### src/rtl/core/dotr_pkg.sv
// shared types and codes for the deadline-ordered task release block
package dotr_pkg;

  // operation codes of an input transaction
  localparam logic OP_SCHEDULE = 1'b0;
  localparam logic OP_TICK     = 1'b1;

  // result kinds
  localparam logic KIND_DUE    = 1'b0;
  localparam logic KIND_REJECT = 1'b1;

  // configuration register index bit (register 0 is halted)
  localparam logic REG_HALTED = 1'b0;

  // fixed payload widths
  localparam int HANDLE_BITS = 16;
  localparam int FIELD_TIME_BITS = 48;

  // controller states
  typedef enum logic [1:0] {
    ST_IDLE,
    ST_PAST,
    ST_DRAIN,
    ST_HEAD
  } state_t;

  // per-cycle command broadcast along the chain
  typedef enum logic [1:0] {
    CMD_HOLD,
    CMD_INSERT,
    CMD_SHIFT
  } cmd_t;

  typedef struct packed {
    cmd_t                   cmd;
    logic [HANDLE_BITS-1:0] ins_handle;
  } cell_ctl_t;

endpackage

### src/rtl/core/deadline_ordered_task_release.sv
// Deadline-ordered task release: pending handles sit in a chain of cells sorted by start
// time, head first. Each transaction is latched on acceptance and then worked on alone:
// every due release pops the head, an insert has all cells compare against the new time
// at once, and a reject or an immediate release is emitted on its own. A stalled result
// channel holds back every release and reject. No clearing pass is needed after reset.
module deadline_ordered_task_release #(
  parameter int QUEUE_DEPTH = 16,
  parameter int TIME_BITS   = 48
) (
  input  logic                             clk,
  input  logic                             rst_n,
  // input channel
  input  logic                             in_valid,
  output logic                             in_stall,
  input  logic                             in_operation,
  input  logic [dotr_pkg::HANDLE_BITS-1:0] in_task_handle,
  input  logic [47:0]                      in_start_time,
  input  logic [47:0]                      in_current_time,
  // result channel
  output logic                             out_valid,
  input  logic                             out_stall,
  output logic [dotr_pkg::HANDLE_BITS-1:0] out_released_handle,
  output logic                             out_result_kind,
  output logic                             out_last,
  // configuration port
  input  logic                             psel,
  input  logic                             penable,
  input  logic                             pwrite,
  input  logic [2:0]                       paddr,
  input  logic [31:0]                      pwdata,
  output logic [31:0]                      prdata,
  output logic                             pready
);

  localparam int TW = (TIME_BITS < dotr_pkg::FIELD_TIME_BITS) ?
                      TIME_BITS : dotr_pkg::FIELD_TIME_BITS;
  localparam int CW = $clog2(QUEUE_DEPTH + 1);

  dotr_pkg::state_t state_r, state_nxt;

  logic                             halted_r;
  logic [CW-1:0]                    count_r, count_nxt;
  logic                             op_r;
  logic [dotr_pkg::HANDLE_BITS-1:0] handle_r;
  logic [TW-1:0]                    start_r, now_r;

  logic                             out_valid_r;
  logic [dotr_pkg::HANDLE_BITS-1:0] out_handle_r;
  logic                             out_kind_r, out_last_r;

  logic                             accept, out_ld;
  logic                             emit, e_kind, e_last;
  logic [dotr_pkg::HANDLE_BITS-1:0] e_handle;
  logic                             head_due, next_due, full;
  dotr_pkg::cell_ctl_t              ctl;
  logic [TW-1:0]                    head_time, next_time;
  logic [dotr_pkg::HANDLE_BITS-1:0] head_handle;

  // configuration register
  assign pready = 1'b1;
  assign prdata = (paddr[2] == dotr_pkg::REG_HALTED) ? {31'b0, halted_r} : 32'b0;

  always_ff @(posedge clk) begin
    if (!rst_n) begin
      halted_r <= 1'b0;
    end else if (psel && penable && pwrite && pready &&
                 (paddr[2] == dotr_pkg::REG_HALTED)) begin
      halted_r <= pwdata[0];
    end
  end

  // handshake
  assign in_stall = (state_r != dotr_pkg::ST_IDLE);
  assign accept   = in_valid && !in_stall;
  assign out_ld   = !out_valid_r || !out_stall;

  // latched transaction
  always_ff @(posedge clk) begin
    if (accept) begin
      op_r     <= in_operation;
      handle_r <= in_task_handle;
      start_r  <= in_start_time[TW-1:0];
      now_r    <= in_current_time[TW-1:0];
    end
  end

  // sorted chain
  dotr_chain #(.DEPTH(QUEUE_DEPTH), .TW(TW), .CW(CW)) u_chain (
    .clk         (clk),
    .ctl         (ctl),
    .ins_time    (start_r),
    .count       (count_r),
    .head_time   (head_time),
    .head_handle (head_handle),
    .next_time   (next_time)
  );

  // status of the chain head
  assign head_due = (count_r != '0) && (head_time <= now_r);
  assign next_due = (count_r > CW'(1)) && (next_time <= now_r);
  assign full     = (count_r == CW'(QUEUE_DEPTH));

  // next state
  always_comb begin
    state_nxt = state_r;
    case (state_r)
      dotr_pkg::ST_IDLE: begin
        if (accept && !halted_r) begin
          if ((in_operation == dotr_pkg::OP_SCHEDULE) &&
              (in_start_time[TW-1:0] < in_current_time[TW-1:0])) begin
            state_nxt = dotr_pkg::ST_PAST;
          end else begin
            state_nxt = dotr_pkg::ST_DRAIN;
          end
        end
      end
      dotr_pkg::ST_PAST: begin
        if (out_ld) state_nxt = dotr_pkg::ST_IDLE;
      end
      dotr_pkg::ST_DRAIN: begin
        if (head_due) begin
          state_nxt = dotr_pkg::ST_DRAIN;
        end else if (op_r == dotr_pkg::OP_TICK) begin
          state_nxt = dotr_pkg::ST_IDLE;
        end else if (full) begin
          if (out_ld) state_nxt = dotr_pkg::ST_IDLE;
        end else if (start_r == now_r) begin
          state_nxt = dotr_pkg::ST_HEAD;
        end else begin
          state_nxt = dotr_pkg::ST_IDLE;
        end
      end
      dotr_pkg::ST_HEAD: begin
        if (out_ld) state_nxt = dotr_pkg::ST_IDLE;
      end
      default: state_nxt = dotr_pkg::ST_IDLE;
    endcase
  end

  // chain commands, results and fill count
  always_comb begin
    ctl.cmd        = dotr_pkg::CMD_HOLD;
    ctl.ins_handle = handle_r;
    count_nxt      = count_r;
    emit           = 1'b0;
    e_handle       = head_handle;
    e_kind         = dotr_pkg::KIND_DUE;
    e_last         = 1'b1;
    case (state_r)
      dotr_pkg::ST_PAST: begin
        emit     = out_ld;
        e_handle = handle_r;
      end
      dotr_pkg::ST_DRAIN: begin
        if (head_due) begin
          if (out_ld) begin
            emit      = 1'b1;
            ctl.cmd   = dotr_pkg::CMD_SHIFT;
            count_nxt = count_r - CW'(1);
            // after the last due entry a schedule due on arrival still yields its own due release
            if (op_r == dotr_pkg::OP_TICK) begin
              e_last = !next_due;
            end else begin
              e_last = !next_due && (start_r != now_r);
            end
          end
        end else if (op_r == dotr_pkg::OP_SCHEDULE) begin
          if (full) begin
            emit     = out_ld;
            e_handle = handle_r;
            e_kind   = dotr_pkg::KIND_REJECT;
          end else begin
            ctl.cmd   = dotr_pkg::CMD_INSERT;
            count_nxt = count_r + CW'(1);
          end
        end
      end
      dotr_pkg::ST_HEAD: begin
        if (out_ld) begin
          emit      = 1'b1;
          ctl.cmd   = dotr_pkg::CMD_SHIFT;
          count_nxt = count_r - CW'(1);
        end
      end
      default: begin
        emit = 1'b0;
      end
    endcase
  end

  // control registers
  always_ff @(posedge clk) begin
    if (!rst_n) begin
      state_r     <= dotr_pkg::ST_IDLE;
      count_r     <= '0;
      out_valid_r <= 1'b0;
    end else begin
      state_r <= state_nxt;
      count_r <= count_nxt;
      if (emit) begin
        out_valid_r <= 1'b1;
      end else if (!out_stall) begin
        out_valid_r <= 1'b0;
      end
    end
  end

  // result register
  always_ff @(posedge clk) begin
    if (emit) begin
      out_handle_r <= e_handle;
      out_kind_r   <= e_kind;
      out_last_r   <= e_last;
    end
  end

  assign out_valid           = out_valid_r;
  assign out_released_handle = out_handle_r;
  assign out_result_kind     = out_kind_r;
  assign out_last            = out_last_r;

endmodule

### src/rtl/core/dotr_cell.sv
// one cell of the sorted chain: holds a time and a handle
module dotr_cell #(
  parameter int TW = 48
) (
  input  logic                             clk,
  input  dotr_pkg::cell_ctl_t              ctl,
  input  logic [TW-1:0]                    ins_time,
  input  logic                             occ,
  input  logic                             prev_keep,
  input  logic [TW-1:0]                    left_time,
  input  logic [dotr_pkg::HANDLE_BITS-1:0] left_handle,
  input  logic [TW-1:0]                    right_time,
  input  logic [dotr_pkg::HANDLE_BITS-1:0] right_handle,
  output logic                             keep,
  output logic [TW-1:0]                    time_q,
  output logic [dotr_pkg::HANDLE_BITS-1:0] handle_q
);

  logic [TW-1:0]                    time_r, time_nxt;
  logic [dotr_pkg::HANDLE_BITS-1:0] handle_r, handle_nxt;

  // an occupied entry at or before the new time stays in place (stable ties)
  assign keep = occ && (time_r <= ins_time);

  // next contents: hold, take new entry, take from left, or take from right
  always_comb begin
    time_nxt   = time_r;
    handle_nxt = handle_r;
    case (ctl.cmd)
      dotr_pkg::CMD_INSERT: begin
        if (!keep) begin
          if (prev_keep) begin
            time_nxt   = ins_time;
            handle_nxt = ctl.ins_handle;
          end else begin
            time_nxt   = left_time;
            handle_nxt = left_handle;
          end
        end
      end
      dotr_pkg::CMD_SHIFT: begin
        time_nxt   = right_time;
        handle_nxt = right_handle;
      end
      default: begin
        time_nxt   = time_r;
        handle_nxt = handle_r;
      end
    endcase
  end

  always_ff @(posedge clk) begin
    time_r   <= time_nxt;
    handle_r <= handle_nxt;
  end

  assign time_q   = time_r;
  assign handle_q = handle_r;

endmodule

### src/rtl/core/dotr_chain.sv
// row of cells kept in start-time order, head at cell 0
module dotr_chain #(
  parameter int DEPTH = 16,
  parameter int TW    = 48,
  parameter int CW    = 5
) (
  input  logic                             clk,
  input  dotr_pkg::cell_ctl_t              ctl,
  input  logic [TW-1:0]                    ins_time,
  input  logic [CW-1:0]                    count,
  output logic [TW-1:0]                    head_time,
  output logic [dotr_pkg::HANDLE_BITS-1:0] head_handle,
  output logic [TW-1:0]                    next_time
);

  logic [TW-1:0]                    t_q [DEPTH];
  logic [dotr_pkg::HANDLE_BITS-1:0] h_q [DEPTH];
  logic [DEPTH-1:0]                 keep_q;

  genvar i;
  generate
    for (i = 0; i < DEPTH; i++) begin : g_cell
      logic                             occ;
      logic                             prev_keep;
      logic [TW-1:0]                    lt, rt;
      logic [dotr_pkg::HANDLE_BITS-1:0] lh, rh;

      // cell is occupied when it lies below the fill count
      assign occ = CW'(i) < count;

      // neighbor wiring, zero data at the ends; cell 0 sees its left neighbor as kept
      if (i == 0) begin : g_first
        assign prev_keep = 1'b1;
        assign lt = '0;
        assign lh = '0;
      end else begin : g_mid
        assign prev_keep = keep_q[i-1];
        assign lt = t_q[i-1];
        assign lh = h_q[i-1];
      end
      if (i == DEPTH - 1) begin : g_last
        assign rt = '0;
        assign rh = '0;
      end else begin : g_inner
        assign rt = t_q[i+1];
        assign rh = h_q[i+1];
      end

      dotr_cell #(.TW(TW)) u_cell (
        .clk          (clk),
        .ctl          (ctl),
        .ins_time     (ins_time),
        .occ          (occ),
        .prev_keep    (prev_keep),
        .left_time    (lt),
        .left_handle  (lh),
        .right_time   (rt),
        .right_handle (rh),
        .keep         (keep_q[i]),
        .time_q       (t_q[i]),
        .handle_q     (h_q[i])
      );
    end
  endgenerate

  assign head_time   = t_q[0];
  assign head_handle = h_q[0];
  assign next_time   = t_q[1];

endmodule

### config.mk
export PLATFORM = sky130hd
export DESIGN_NAME = deadline_ordered_task_release
export DESIGN_NICKNAME = d
export VERILOG_FILES = /design/src/rtl/core/dotr_pkg.sv /design/src/rtl/core/deadline_ordered_task_release.sv /design/src/rtl/core/dotr_cell.sv /design/src/rtl/core/dotr_chain.sv
export SDC_FILE = /design/constraint.sdc
export NUM_CORES = 2
export LEC_CHECK = 0
export CAP_MARGIN = 10
export CORE_AREA = 2 2 490 687
export DETAILED_ROUTE_END_ITERATION = 16
export DIE_AREA = 0 0 492 689
export DONT_BUFFER_PORTS = 1
export MAX_ROUTING_LAYER = met4
export PLACE_DENSITY = 0.37
export REMOVE_ABC_BUFFERS = 1
export SLEW_MARGIN = 20
export SYNTH_ARGS = -nofsm -noshare
export SYNTH_HDL_FRONTEND = slang
export SYNTH_SLANG_ARGS = --single-unit
### constraint.sdc
create_clock -name clk -period 10.55 [get_ports clk]
set_clock_uncertainty 0.15 [all_clocks]
set_input_delay 2.11 -clock clk [delete_from_list [all_inputs] [get_ports clk]]
set_output_delay 2.11 -clock clk [all_outputs]
set_load 0.01 [all_outputs]
* Word-level counts from Yosys, hierarchy flattened
Cells that the tools add are included.
Storage, ports and cells: output and inout bits 53, bits in registers 1164, input port bits 155, word-level logic and storage cells 294
Operators by class: order comparisons 36, muxes and demuxes 126, add/sub/neg operators 2, equal/unequal tests 28, bitwise operators 3, reduce and logical (&&, ||, !) cells 56
Operators by type and width (number):
- $pmux 48 s2 | 16
- $mux 48 | 31
- $le 48x48->1 | 18
- $mux 16 | 34
- $pmux 16 s2 | 17
- $eq 48x48->1 | 1
- $lt 48x48->1 | 1
- $ne 48x48->1 | 1
- $lt 4x5->1 const A | 8
- $ne 2x2->1 const B | 17
- $reduce_and 2->1 | 16
- $logic_and 1x1->1 | 25
- $lt 3x5->1 const A | 4
- $mux 5 | 4
- $mux 2 | 9
- $mux 1 | 11
- $lt 1x5->1 const A | 2
- $lt 2x5->1 const A | 2
- $pmux 5 s2 | 1
- $eq 2x2->1 const B | 3
- $ne 3x3->1 const B | 2
- $pmux 2 s3 | 1
- $reduce_and 3->1 | 2
- $reduce_bool 2->1 | 3
- other kinds (15) | 22

* Depth between registers and ports, before layout
word-level depth 8, gate-level depth with buffers 14, gate-level depth less buffers 10

* By module
From an unflattened synthesis, not the netlist that was laid out.
Unflattened totals: cells, all modules 8198, area, all modules 81814.7 sq um
Modules (own cells, without submodules):
- dotr_cell | cells each 457, area an instance 4514.3 sq um, sequential area each 1921.8 sq um, times used 16
- deadline_ordered_task_release | cells each 857, area an instance 9420.3 sq um, sequential area each 4113.9 sq um, times used 1
- dotr_chain | cells each 29, area an instance 165.2 sq um, sequential area each 0.0 sq um, times used 1

* Least setup slack after synthesis
No wires, ideal clock.
kind reg-to-reg, start register start_r[11], end register u_chain.g_cell[1].u_cell.handle_r, in the netlist u_chain.g_cell[1].u_cell.handle_q[0] (enable), buffers on the path 2, setup slack 0.587 ns, stages on the path, launching flop included 12, data required time 9.739 ns, arrival time 9.152 ns, period minus slack after synthesis 9.963 ns, setup time 0.661 ns, cells stage by stage edfxtp_1 -> clkbuf_1 -> inv_1 -> ha_1 -> nand3_1 -> or4_1 -> a21o_1 -> o211ai_1 -> o21ai_0 -> and3_1 -> clkbuf_1 -> o41ai_1
Between the ends: cells in the longest elaborated chain, start to end 4
Ends and longest elaborated chain:
- start, declared | RTL line deadline_ordered_task_release.sv:45 | logic [TW-1:0] start_r, now_r;
- start signal, assigned | RTL line deadline_ordered_task_release.sv:82 | start_r <= in_start_time[TW-1:0];
- $le 48x48->1 | RTL line dotr_cell.sv:23 | assign keep = occ && (time_r <= ins_time);
- $logic_and 1x1->1 | RTL line dotr_cell.sv:23
- $ne 2x2->1 (no source line)
- $reduce_and 2->1 (no source line)
- end signal, assigned | RTL line dotr_cell.sv:54 | handle_r <= handle_nxt;
- end, declared | RTL line dotr_cell.sv:20 | logic [dotr_pkg::HANDLE_BITS-1:0] handle_r, handle_nxt;
No other way between the ends. A chain may end at the register's enable or synchronous reset.

* Worst setup path in the final report
start register now_r[39], end register u_chain.g_cell[10].u_cell.time_r[8] (data pin)
Between the ends: cells in the longest elaborated chain, start to end 6, elaborated cells on any way between the ends 7, classes of those cells order compare (1); eq/ne (2); mux (3); reduce/logical (1)
Ends and longest elaborated chain:
- start, declared | RTL line deadline_ordered_task_release.sv:45
- start signal, assigned | RTL line deadline_ordered_task_release.sv:83 | now_r <= in_current_time[TW-1:0];
- $le 48x48->1 (*) | RTL line deadline_ordered_task_release.sv:99 | assign head_due = (count_r != '0) && (head_time <= now_r);
- $logic_and 1x1->1 (*) | RTL line deadline_ordered_task_release.sv:99
- $mux 2 (*) | RTL line deadline_ordered_task_release.sv:155 | if (head_due) begin
- $pmux 2 s2 (*) | RTL line deadline_ordered_task_release.sv:149 | case (state_r)
- $eq 2x2->1 / $eq 2x1->1 (equally long branches) | RTL line dotr_cell.sv:29 | case (ctl.cmd)
- $pmux 48 s2 (*) | RTL line dotr_cell.sv:29
- via u_chain.g_cell[10].u_cell.time_nxt[8] | RTL line dotr_cell.sv:19 | logic [TW-1:0] time_r, time_nxt;
- end signal, assigned | RTL line dotr_cell.sv:53 | time_r <= time_nxt;
- end, declared | RTL line dotr_cell.sv:19
The timed path passes the listed nets; every way through them passes the cells marked *.

==> flow_summary_export.csv <==
group,metric,value,unit
outcome,status,"finished clean",
clock_network,clockRootBuffer,"sky130_fd_sc_hd__clkbuf_16",
logic_synthesis,synth.cells.most_frequent,"sky130_fd_sc_hd__a21oi_1 (1762), sky130_fd_sc_hd__edfxtp_1 (1155), sky130_fd_sc_hd__ha_1 (919)",
setup_path,worstPathMaxFanout,151,
setup_path,cpMostUsedCell,"sky130_fd_sc_hd__buf_4",
clock_network,worstSkewPairLatency,890,ps
setup_path,timing.critical_path.required,11040,ps
clock_network,cts.path.max_buffers,4,
logic_synthesis,avgSynthCellArea,10.2,µm²
setup_path,ff2ff_setup_slack,3380,ps
drt,wl_met1,161000,µm
logic_synthesis,ys.flop_type,"sky130_fd_sc_hd__edfxtp_1",
place,numPortBuffers,0,
logic_synthesis,main_combinational_cell_family_by_area_after_synthesis,"compound AO/OA/AOI/OAI gates",
logic_synthesis,netlist.top_cell.by_area,"sky130_fd_sc_hd__edfxtp_1",
layout,final-instance-count-excl-fill,12400,
setup_path,critical_path_class,"register to register",
logic_synthesis,yosys.cell_types.count,75,
power,cellLeakagePower,37.5,nW
logic_synthesis,synth_sequential_area_ratio,42.0,%
logic_synthesis,synth.area.top_cells,"sky130_fd_sc_hd__edfxtp_1 (42%), sky130_fd_sc_hd__ha_1 (14%), sky130_fd_sc_hd__a21oi_1 (11%)",
timing,timing_worst_slew_pin_value,1360,ps
layout,multi_input_area,0.0448,mm²
die,placement_rows,251,
global_routing,antenna_found_initial,24,
die,die-height,689,µm
setup_path,critical-path-slowest-cell,"sky130_fd_sc_hd__buf_4",
timing,finalSetupViolations,0,
setup_path,critical_path.startpoint_type,"register",
drt,drt-vias-per-instance,5.64,
setup_path,critical_path.endpoint_type,"register",
logic_synthesis,synthAdderAreaFrac,13.9,%
setup_path,path_cells,"inv_1, ha_1, nand4_1, nor3_1, nand4_1, a21oi_1, nor4_2, buf_4, o2111ai_4, buf_12, buf_16, buf_4, buf_4, a21oi_1, a31oi_1",
clock_network,clock_transition_at_the_registers_of_the_reported_paths,60,ps
logic_synthesis,post-synth-top-area-fraction,41.8,%
timing,fin_crit,7170,ps
power,power_density,243,mW/mm²
place,place_congestion,0.926,
setup_path,arrival,7660,ps
logic_synthesis,synth_compound_area_share,21.1,%
layout,share_of_the_core_filled_with_cells_in_the_final_layout,28.0,%
setup_path,r2r-start,"now_r[39]",
global_routing,grt_util_all_layers,23.4,%
logic_synthesis,postSynthRegisterBits,1164,
logic_synthesis,synth-edff-count,1155,
drt,route.top_layer_used,"met4",
die,floorplan.io_pins,208,
worst_hold_path,worst_hold_path_type,"register to register",
place,hpwl,279000,µm
die,floorplan_die_area,0.339,mm²
drt,detailedRoute.firstIterationViolations,5973,
global_routing,first_global_vias,70400,
place,place.detailed.instances,12100,
clock_network,cts_setup_buffers,0,
drt,dr_wl_met3,20600,µm
logic_synthesis,yosys_warnings,0,
place,place_area,0.0882,mm²
setup_path,path_depth_of_the_worst_reg2reg_path,15,
timing,fmaxAchievable,139,MHz
timing,timing.slew.headroom,9.23,%
logic_synthesis,mappedNetlistArea,0.0830,mm²
worst_hold_path,worstHoldPathCells,1,
drt,dr_wl_met2,195000,µm
worst_hold_path,hold_start,"u_chain.g_cell[15].u_cell.handle_q[14]",
die,initial_core_util,24.9,%
drt,detail-route-antenna-nets,0,
layout,drive_gt1_share,9.67,%
timing,final_max_slew_viols,0,
clock_network,tritoncts.num_buffers,156,
layout,final_area,0.0932,mm²
die,core_area,0.333,mm²
logic_synthesis,yosys.area_share.xor_xnor,0.507,%
timing,final_hold_viol_count,0,
global_routing,overflow,0,
layout,num-nets-final,8914,
global_routing,maximum_number_of_pins_on_one_net_before_global_route_repair,198,
setup_path,timing.rr.end,"u_chain.g_cell[10].u_cell.time_q[8]",
clock_network,cts_tree,"yes",
logic_synthesis,synth.area.mux_share,9.74,%
logic_synthesis,post_synth_inst_count,8099,
clock_network,ctsHoldBuffers,0,
clock_network,cts.htree.levels,4,
layout,area_delta_synth_final,12.3,%
layout,register_area,0.0349,mm²
worst_hold_path,min_to,"u_chain.g_cell[14].u_cell.handle_q[14]",
timing,setup_tns,0,ps
logic_synthesis,synthArstFlopShare,0,%
timing,rsz0062_at_grt,"false",
drt,wire_per_inst,32.3,µm
power,total_power,22.7,mW
drt,route.vias.total,69900,
clock_network,cts_sinks,1164,
die,dieWidth,492,µm
clock_network,post_cts_gate_resize_count,0,
timing,final.period_utilization,68.0,%
logic_synthesis,synth_simple_gate_area_share,7.79,%
flow_run,maxCapViolCount,0,
drt,drcViolationCount,0,
layout,fillers,35100,
power,worst_ir_drop_vdd,146,µV
drt,route.final.wire_length,401000,µm
logic_synthesis,synth.most_common_cell,"sky130_fd_sc_hd__a21oi_1",
global_routing,grt_first_pass_wirelength,557000,µm
drt,drt-pass1-iter-count,6,
setup_path,critical_path.max_stage_delay,880,ps
worst max-delay path: cells and delay by family, from the launching register on:
| kind | cells | cell delay [ps] |
|---|---|---|
| AOI/OAI and AO/OA | 4 | 1070 |
| adders and majority gates | 1 | 340 |
| buffers and inverters | 6 | 2950 |
| DFF | 1 | 510 |
| and+or+nand+nor | 4 | 1570 |
flip-flops by register name, summed over array words and instances (netlist names), 2 cells and up:
signal and cells:
start_r 48, count_r 5, now_r 48, out_released_handle 16, handle_r 16, u_chain.g_cell.u_cell.handle_q 256
state_r 2, u_chain.g_cell.u_cell.time_q 768
cells in the final DEF (no fill, tap or decap), drive strengths merged, types with 81 or more instances in the layout:
cell type / instances
nand2b: 87
nand2: 329
buf: 289
clkbuf: 210
a31oi: 273
a21o: 119
nand3: 195
nor2: 135
nand4: 177
a21oi: 1762
inv: 204
mux2: 126
o211ai: 163
mux2i: 644
ha: 919
edfxtp: 1155
nor4: 81
o21ai: 295
how the worst max path moves through the flow:
stage                                        start                               endpoint  slack [ps]  depth (start not counted)
2_1_floorplan  u_chain.g_cell[0].u_cell.time_q[42]   u_chain.g_cell[0].u_cell.handle_q[0]      -41010                          9
3_3_place_gp                             now_r[39]   u_chain.g_cell[0].u_cell.handle_q[8]        3770                         13
3_5_place_dp                             now_r[39]   u_chain.g_cell[0].u_cell.handle_q[8]        3770                         13
4_1_cts                                  now_r[39]  u_chain.g_cell[0].u_cell.handle_q[15]        3670                         13
5_1_grt                                  now_r[39]     u_chain.g_cell[5].u_cell.time_q[7]        3340                         15
6_report                                 now_r[39]    u_chain.g_cell[10].u_cell.time_q[8]        3380                         15
logic make-up after synthesis:
kind of cell             Yosys count
AO/OA/AOI/OAI                   3020
AND/OR/NAND/NOR                 1243
flip-flops                      1164
buffers and inverters            933
adder cells (fa/ha/maj)          919
multiplexers                     770
XOR/XNOR                          48
other                              2
report_power, final:
part,total (mW),internal [mW],switching [mW],leakage [nW]
Sequential,8.36,7.14,1.22,10.7
Clock,5.37,3.05,2.32,2.33
Combinational,8.93,3.15,5.78,24.5
Total,22.7,13.3,9.33,37.5
stage by stage:
step	setup WS [ps]	hold slack, ps
6_report	3380	391
4_1_cts	3670	386
2_1_floorplan	-41010	375
3_3_place_gp	3770	382
3_5_place_dp	3770	387
5_1_grt	3340	409
cell type report:
| cell class | instances | area share (%) |
|---|---|---|
| inverters | 197 | 0.794 |
| diodes | 30 | 0.0806 |
| clock buffers | 210 | 4.51 |
| repair buffers | 289 | 2.60 |
| clock inverters | 63 | 0.626 |
| flip-flops and latches | 1164 | 37.4 |
| multi-input cells | 6032 | 48.0 |
| well taps | 4427 | 5.94 |
per-layer routing:
metal | track usage, % | vias to the layer above
li1 | - | 30900
met1 | 27.3 | 35600
met2 | 39.4 | 2590
met3 | 2.96 | 787
met4 | 12.2 | 0
met5 | - | -
Power figures use the tool's default switching activity.
